[config.mk]
export PLATFORM = sky130hd
export DESIGN_NAME = drum_rotation_direction_detector_core
export DESIGN_NICKNAME = d
export VERILOG_FILES = /design/src/rtl/core/drdd_pkg.sv /design/src/rtl/core/drdd_eval.sv /design/src/rtl/core/drum_rotation_direction_detector_core.sv
export SDC_FILE = /design/constraint.sdc
export NUM_CORES = 1
export LEC_CHECK = 0
export CAP_MARGIN = 20
export CORE_MARGIN = 8
export CORE_UTILIZATION = 60
export DETAILED_ROUTE_END_ITERATION = 16
export DONT_BUFFER_PORTS = 1
export PLACE_DENSITY_LB_ADDON = 0.2
export SLEW_MARGIN = 20
export SYNTH_ARGS = -nofsm -noshare
export SYNTH_HDL_FRONTEND = slang
export SYNTH_SLANG_ARGS = --single-unit
export TNS_END_PERCENT = 20
[constraint.sdc]
create_clock -name clk_i -period 22.1 [get_ports clk_i]
set_input_delay 1.105 -clock clk_i [delete_from_list [all_inputs] [get_ports clk_i]]
set_output_delay 1.105 -clock clk_i [all_outputs]
set_load 0.01 [all_outputs]
[src/rtl/core/drdd_pkg.sv]
// Shared types and constants of the drum rotation direction detector.
package drdd_pkg;

  localparam int unsigned TimeWidthDefault = 32;
  localparam int unsigned TickWidth        = 32;
  localparam int unsigned CfgWidth         = 32;
  localparam int unsigned CfgIndexWidth    = 1;

  localparam logic [CfgWidth-1:0] CheckWindowReset = CfgWidth'(100);
  localparam logic [CfgWidth-1:0] StopTimeoutReset = CfgWidth'(15000);

  typedef enum logic [CfgIndexWidth-1:0] {
    RegCheckWindow = 1'b0,
    RegStopTimeout = 1'b1
  } reg_idx_e;

  typedef enum logic [1:0] {
    FuncPulseA = 2'd0,
    FuncPulseB = 2'd1,
    FuncCheck  = 2'd2
  } func_e;

  typedef enum logic [1:0] {
    DirStopped = 2'd0,
    DirForward = 2'd1,
    DirReverse = 2'd2
  } dir_e;

  typedef enum logic [1:0] {
    AnnNone    = 2'd0,
    AnnForward = 2'd1,
    AnnReverse = 2'd2,
    AnnStopped = 2'd3
  } ann_e;

  // Result item, drum_state in the low bits.
  typedef struct packed {
    ann_e announce;
    dir_e drum_state;
  } drdd_res_t;

endpackage

[src/rtl/core/drdd_eval.sv]
// Next-state and result logic for one sensor or check event.
module drdd_eval import drdd_pkg::*; #(
  parameter int unsigned TIME_WIDTH = TimeWidthDefault
) (
  input  logic [1:0]            func_i,
  input  logic [TickWidth-1:0]  now_tick_i,
  input  logic [CfgWidth-1:0]   check_window_i,
  input  logic [CfgWidth-1:0]   stop_timeout_i,
  input  logic [TIME_WIDTH-1:0] last_pulse_time_i,
  input  logic [TIME_WIDTH-1:0] pulse_time_a_i,
  input  logic [TIME_WIDTH-1:0] pulse_time_b_i,
  input  logic [TIME_WIDTH-1:0] interval_a_to_b_i,
  input  logic [TIME_WIDTH-1:0] interval_b_to_a_i,
  input  dir_e                  direction_i,
  input  dir_e                  reported_direction_i,
  output logic [TIME_WIDTH-1:0] last_pulse_time_o,
  output logic [TIME_WIDTH-1:0] pulse_time_a_o,
  output logic [TIME_WIDTH-1:0] pulse_time_b_o,
  output logic [TIME_WIDTH-1:0] interval_a_to_b_o,
  output logic [TIME_WIDTH-1:0] interval_b_to_a_o,
  output dir_e                  direction_o,
  output dir_e                  reported_direction_o,
  output drdd_res_t             result_o
);

  // Compare width wide enough for both the time and the register values.
  localparam int unsigned ExtWidth = (TIME_WIDTH > CfgWidth) ? TIME_WIDTH : CfgWidth;

  // big > 8 * small, exact, for nonzero operands
  function automatic logic exceeds_eight(input logic [TIME_WIDTH-1:0] big,
                                         input logic [TIME_WIDTH-1:0] small_v);
    logic [TIME_WIDTH-1:0] dec;
    dec = big - TIME_WIDTH'(1);
    return (dec >> 3) >= small_v;
  endfunction

  logic [TIME_WIDTH-1:0] now;
  logic [TIME_WIDTH-1:0] stamp;
  logic [TIME_WIDTH-1:0] diff_a;
  logic [TIME_WIDTH-1:0] diff_b;
  logic [TIME_WIDTH-1:0] idle_time;

  assign now       = TIME_WIDTH'(ExtWidth'(now_tick_i));
  assign stamp     = (now <= last_pulse_time_i) ? last_pulse_time_i + TIME_WIDTH'(1) : now;
  assign diff_a    = stamp - pulse_time_b_i;
  assign diff_b    = stamp - pulse_time_a_i;
  assign idle_time = now - last_pulse_time_i;

  always_comb begin
    last_pulse_time_o    = last_pulse_time_i;
    pulse_time_a_o       = pulse_time_a_i;
    pulse_time_b_o       = pulse_time_b_i;
    interval_a_to_b_o    = interval_a_to_b_i;
    interval_b_to_a_o    = interval_b_to_a_i;
    direction_o          = direction_i;
    reported_direction_o = reported_direction_i;
    result_o.announce    = AnnNone;

    case (func_i)
      FuncPulseA: begin
        last_pulse_time_o = stamp;
        pulse_time_a_o    = stamp;
        // a zero stamp on the other sensor means it was never seen
        if (pulse_time_b_i != '0) begin
          if (ExtWidth'(diff_a) < ExtWidth'(check_window_i)) direction_o = DirForward;
          interval_b_to_a_o = diff_a;
        end
      end
      FuncPulseB: begin
        last_pulse_time_o = stamp;
        pulse_time_b_o    = stamp;
        if (pulse_time_a_i != '0) begin
          if (ExtWidth'(diff_b) < ExtWidth'(check_window_i)) direction_o = DirReverse;
          interval_a_to_b_o = diff_b;
        end
      end
      FuncCheck: begin
        if (reported_direction_i != direction_i) begin
          case (direction_i)
            DirForward: result_o.announce = AnnForward;
            DirReverse: result_o.announce = AnnReverse;
            default:    result_o.announce = AnnStopped;
          endcase
          reported_direction_o = direction_i;
        end
        if (now > last_pulse_time_i) begin
          if (ExtWidth'(idle_time) > ExtWidth'(stop_timeout_i)) begin
            direction_o       = DirStopped;
            interval_a_to_b_o = '0;
            interval_b_to_a_o = '0;
          end else if (interval_a_to_b_i != '0 && interval_b_to_a_i != '0) begin
            if (exceeds_eight(interval_b_to_a_i, interval_a_to_b_i)) begin
              direction_o = DirReverse;
            end else if (exceeds_eight(interval_a_to_b_i, interval_b_to_a_i)) begin
              direction_o = DirForward;
            end
          end
        end
      end
      default: ;
    endcase

    result_o.drum_state = direction_o;
  end

endmodule

[src/rtl/core/drum_rotation_direction_detector_core.sv]
// Top level of the drum rotation direction detector: input stage, state, result stage.
// Each request is registered in the input stage, then its result in the result stage.
// Throughput: one request per cycle unless the result is stalled; the state update of the
//   evaluation stage is a single pass of subtract and compare logic between two registers.
// A stalled result holds at most one request in the input stage; further requests wait.
// Reset: asynchronous, active low; clears valids and state, loads register defaults.
module drum_rotation_direction_detector_core import drdd_pkg::*; #(
  parameter int unsigned TIME_WIDTH = TimeWidthDefault
) (
  input  logic                     clk_i,
  input  logic                     rst_ni,
  // configuration write channel
  input  logic                     cfg_valid_i,
  output logic                     cfg_ready_o,
  input  logic [CfgIndexWidth-1:0] cfg_index_i,
  input  logic [CfgWidth-1:0]      cfg_data_i,
  // event stream in
  input  logic                     s_axis_tvalid,
  output logic                     s_axis_tready,
  input  logic [TickWidth-1:0]     s_axis_tdata,   // [31:0] now_tick
  input  logic [1:0]               s_axis_tuser,   // [1:0] func
  // result stream out
  output logic                     m_axis_tvalid,
  input  logic                     m_axis_tready,
  output logic [7:0]               m_axis_tdata    // [1:0] drum_state, [3:2] announce, zeros
);

  logic [CfgWidth-1:0] check_window_q;
  logic [CfgWidth-1:0] stop_timeout_q;

  logic                 in_valid_q;
  logic [1:0]           in_func_q;
  logic [TickWidth-1:0] in_tick_q;

  logic      out_valid_q;
  drdd_res_t out_res_q;

  logic [TIME_WIDTH-1:0] last_pulse_time_q, last_pulse_time_d;
  logic [TIME_WIDTH-1:0] pulse_time_a_q, pulse_time_a_d;
  logic [TIME_WIDTH-1:0] pulse_time_b_q, pulse_time_b_d;
  logic [TIME_WIDTH-1:0] interval_a_to_b_q, interval_a_to_b_d;
  logic [TIME_WIDTH-1:0] interval_b_to_a_q, interval_b_to_a_d;
  dir_e                  direction_q, direction_d;
  dir_e                  reported_direction_q, reported_direction_d;
  drdd_res_t             result;

  logic advance;

  assign cfg_ready_o   = 1'b1;
  assign advance       = in_valid_q && (!out_valid_q || m_axis_tready);
  assign s_axis_tready = !in_valid_q || advance;
  assign m_axis_tvalid = out_valid_q;
  assign m_axis_tdata  = {4'b0000, out_res_q};

  always_ff @(posedge clk_i or negedge rst_ni) begin
    if (!rst_ni) begin
      check_window_q <= CheckWindowReset;
      stop_timeout_q <= StopTimeoutReset;
    end else if (cfg_valid_i) begin
      unique case (reg_idx_e'(cfg_index_i))
        RegCheckWindow: check_window_q <= cfg_data_i;
        RegStopTimeout: stop_timeout_q <= cfg_data_i;
        default: ;
      endcase
    end
  end

  always_ff @(posedge clk_i or negedge rst_ni) begin
    if (!rst_ni) begin
      in_valid_q <= 1'b0;
    end else if (s_axis_tready) begin
      in_valid_q <= s_axis_tvalid;
    end
  end

  always_ff @(posedge clk_i) begin
    if (s_axis_tready && s_axis_tvalid) begin
      in_func_q <= s_axis_tuser;
      in_tick_q <= s_axis_tdata;
    end
  end

  drdd_eval #(
    .TIME_WIDTH (TIME_WIDTH)
  ) u_eval (
    .func_i               (in_func_q),
    .now_tick_i           (in_tick_q),
    .check_window_i       (check_window_q),
    .stop_timeout_i       (stop_timeout_q),
    .last_pulse_time_i    (last_pulse_time_q),
    .pulse_time_a_i       (pulse_time_a_q),
    .pulse_time_b_i       (pulse_time_b_q),
    .interval_a_to_b_i    (interval_a_to_b_q),
    .interval_b_to_a_i    (interval_b_to_a_q),
    .direction_i          (direction_q),
    .reported_direction_i (reported_direction_q),
    .last_pulse_time_o    (last_pulse_time_d),
    .pulse_time_a_o       (pulse_time_a_d),
    .pulse_time_b_o       (pulse_time_b_d),
    .interval_a_to_b_o    (interval_a_to_b_d),
    .interval_b_to_a_o    (interval_b_to_a_d),
    .direction_o          (direction_d),
    .reported_direction_o (reported_direction_d),
    .result_o             (result)
  );

  // Commit the state only when the result can move into the output stage.
  always_ff @(posedge clk_i or negedge rst_ni) begin
    if (!rst_ni) begin
      last_pulse_time_q    <= '0;
      pulse_time_a_q       <= '0;
      pulse_time_b_q       <= '0;
      interval_a_to_b_q    <= '0;
      interval_b_to_a_q    <= '0;
      direction_q          <= DirStopped;
      reported_direction_q <= DirStopped;
    end else if (advance) begin
      last_pulse_time_q    <= last_pulse_time_d;
      pulse_time_a_q       <= pulse_time_a_d;
      pulse_time_b_q       <= pulse_time_b_d;
      interval_a_to_b_q    <= interval_a_to_b_d;
      interval_b_to_a_q    <= interval_b_to_a_d;
      direction_q          <= direction_d;
      reported_direction_q <= reported_direction_d;
    end
  end

  always_ff @(posedge clk_i or negedge rst_ni) begin
    if (!rst_ni) begin
      out_valid_q <= 1'b0;
    end else if (advance) begin
      out_valid_q <= 1'b1;
    end else if (m_axis_tready) begin
      out_valid_q <= 1'b0;
    end
  end

  always_ff @(posedge clk_i) begin
    if (advance) begin
      out_res_q <= result;
    end
  end

  // A request waiting in the input stage is never dropped.
  assert property (@(posedge clk_i) disable iff (!rst_ni)
    in_valid_q && !advance |=> in_valid_q)
    else $error("held request lost from input stage");

  // Only a check may move the announced direction.
  assert property (@(posedge clk_i) disable iff (!rst_ni)
    !(advance && in_func_q == FuncCheck) |=> $stable(reported_direction_q))
    else $error("announced direction changed outside a check");

  // Pulses never announce anything.
  assert property (@(posedge clk_i) disable iff (!rst_ni)
    advance && in_func_q != FuncCheck |=> out_res_q.announce == AnnNone)
    else $error("announcement on a non-check request");

  // The result follows the committed direction.
  assert property (@(posedge clk_i) disable iff (!rst_ni)
    advance |=> out_res_q.drum_state == direction_q)
    else $error("result direction differs from state");

endmodule

==> run metrics <==
Achievable Freq 113 MHz; NumNets Final 2530; min-delay worst type input pin to asynchronous set/reset pin; Remaining DRCs 0; die width 198 um; initial DRC count 1517; area delta synth->final 7.94%; CTS sink cnt 268; CTS tree yes; Final Max Slew Viols 0; worst hold slack 246 ps; Setup-failing EPs final 0; synth warn 0; Total Neg Setup Slack 0 ps; GRT busiest layer met2; number of diodes 0; ranking of synthesized cells by area dfrtp_1 28%, ha_1 16%, edfxtp_1 5.7%; Netlist cell types 73; Synth top area share 27.7%; hold_buf cts 0; Avg Cell Area, Syn 8.98 sq um; largest net degree at the start of global routing 231; number of port buffers 0; number of flops mapped to enable cells by yosys 38; fin area 0.0215 sq mm; GRT Overall Usage 25.4%; slowest cell on the critical path a221oi_1; post-DP HPWL 40.1 mm; Pre-antenna DRT Iters 5; clk_skew 16.1 ps; Top FF cell, synth dfrtp_1; WP data required 22400 ps; post-CTS setup buffer count 0; Cells after Synth 2213; Synth area leader dfrtp_1; Seq/Total Area, Yosys 34.8%; slowest stage delay, CP 600 ps; Initial Util 60.9%; synth cell count leaders 247 x ha_1, 242 x inv_1, 234 x nand2_1; M2 GR Usage 40.2%; Reg2Reg Depth 36; crit end category register; Num CTS Buffers 28; PostCTS Resize Cnt 0; Clock Pin Slew Worst Setup and Hold Paths 60 ps; Clock Path Buffers 3; vias per inst 6.02; kind of critical path register to register; Clock Latency Late Sink 560 ps; Detail Route Antenna Nets 0; Crit Path Max Fanout 65; root buffer selected by CTS clkbuf_16; Slew HR 41.6%; aggregate global routing overflow 0; Worst-Margin Slew 867 ps; share of layout cells above drive strength 1 7.76%; final core utilization 65.8%; core area 0.0326 sq mm; first-pass GRT wire length 80.5 mm; GPL Wtd Cong 0.952; initial antenna violation count 2; Startpoint Class register; outcome finished clean; RSZ-0062 raised after global routing no; Rows 66; Ports 83; Final Hold Violating Endpoints 0; number of global-route vias before repair 15500; most frequent CP cell a21o_1; period utilization 40.1%; met3 Resource Use GR 3.16%; Routed WL 50.5 mm; H-tree depth 1; die area 0.0392 sq mm; max_cap viols 0; flops & latches, synth 268; vias 16100; met1 Use GR 36.1%; Placement Cell Area 0.0204 sq mm; DIE HEIGHT 198 um; critical path arrival 9170 ps; Netlist Area Pre-Place 0.0199 sq mm; average routed wire per standard cell 18.9 um; Tmin final 8870 ps; most frequent cell after synthesis ha_1; Synth async-reset ratio 85.8%
## state kept, by name, indices dropped and copies added (netlist names)
register / cells
interval_a_to_b_q: 32
in_func_q: 2
m_axis_tvalid: 1
last_pulse_time_q: 32
direction_q: 2
in_tick_q: 32
reported_direction_q: 2
in_valid_q: 1
interval_b_to_a_q: 32
pulse_time_b_q: 32
m_axis_tdata: 4
stop_timeout_q: 32
check_window_q: 32
pulse_time_a_q: 32
## worst max-delay path, delay by kind of cell, from the launching register on
kind / cells / cell delay (ps)
AO/OA/AOI/OAI: 21 / 4630
buffers and inverters: 3 / 580
adder cells (fa/ha/maj): 4 / 1230
AND/OR/NAND/NOR: 6 / 830
XOR/XNOR: 1 / 260
multiplexers: 1 / 590
flip-flops: 1 / 450
## final cells by class
cell class | instances | area, sq um
clock buffer | 39 | 866
clock inverter | 13 | 185
fill | 2645 | 11200
inverter | 242 | 908
multi-input combinational | 1646 | 11900
sequential | 268 | 6910
tap | 442 | 553
timing repair buffer | 22 | 178
## stage by stage
step,instances,setup WS [ps]
floorplan,2216,14870
global placement,2619,13670
detailed placement,2619,13430
CTS,2671,13390
global route,2672,12680
finish,2672,13230
## final timing paths
path                            slack [ps]                  from                    end
worst max-delay path                 13230  last_pulse_time_q[0]        m_axis_tdata[0]
worst min-delay path                   250                rst_ni     stop_timeout_q[10]
worst max register to register       13230  last_pulse_time_q[0]        m_axis_tdata[0]
worst min register to register         500    stop_timeout_q[16]     stop_timeout_q[16]
max in group asynchronous            21520                rst_ni  last_pulse_time_q[30]
min in group clk_i                     500    stop_timeout_q[16]     stop_timeout_q[16]
## layout by cell type (no fill, tap or decap), types with 38 or more instances in the layout
| cell | synthesis | final |
|---|---|---|
| mux2_2 | 63 | 63 |
| nand2_1 | 234 | 234 |
| nor2_1 | 100 | 95 |
| inv_1 | 242 | 242 |
| edfxtp_1 | 38 | 38 |
| a21o_1 | 76 | 76 |
| xnor2_1 | 126 | 126 |
| nand4_1 | 41 | 41 |
| ha_1 | 247 | 247 |
| a21oi_1 | 106 | 106 |
| dfrtp_1 | 220 | 220 |
| a22o_1 | 60 | 60 |
| o21ai_0 | 201 | 201 |
## cell families after synthesis
family	share of synthesized area [%]
compound gates	19.1
simple gates	14.1
buf+inv	5.80
flops	34.8
fa+ha+maj	15.9
xor+xnor	6.65
mux	3.67
other cells	0.0378
## routing by layer
metal / routed length [um] / part of all wire, %
met3: 2970 / 5.9
met5: 40 / 0.079
met2: 22400 / 44
met1: 23600 / 47
met4: 1510 / 3.0
Power is left out: the tool's default activity adds up to more than one toggle a clock period on the data nets, which glitch-free logic cannot reach.
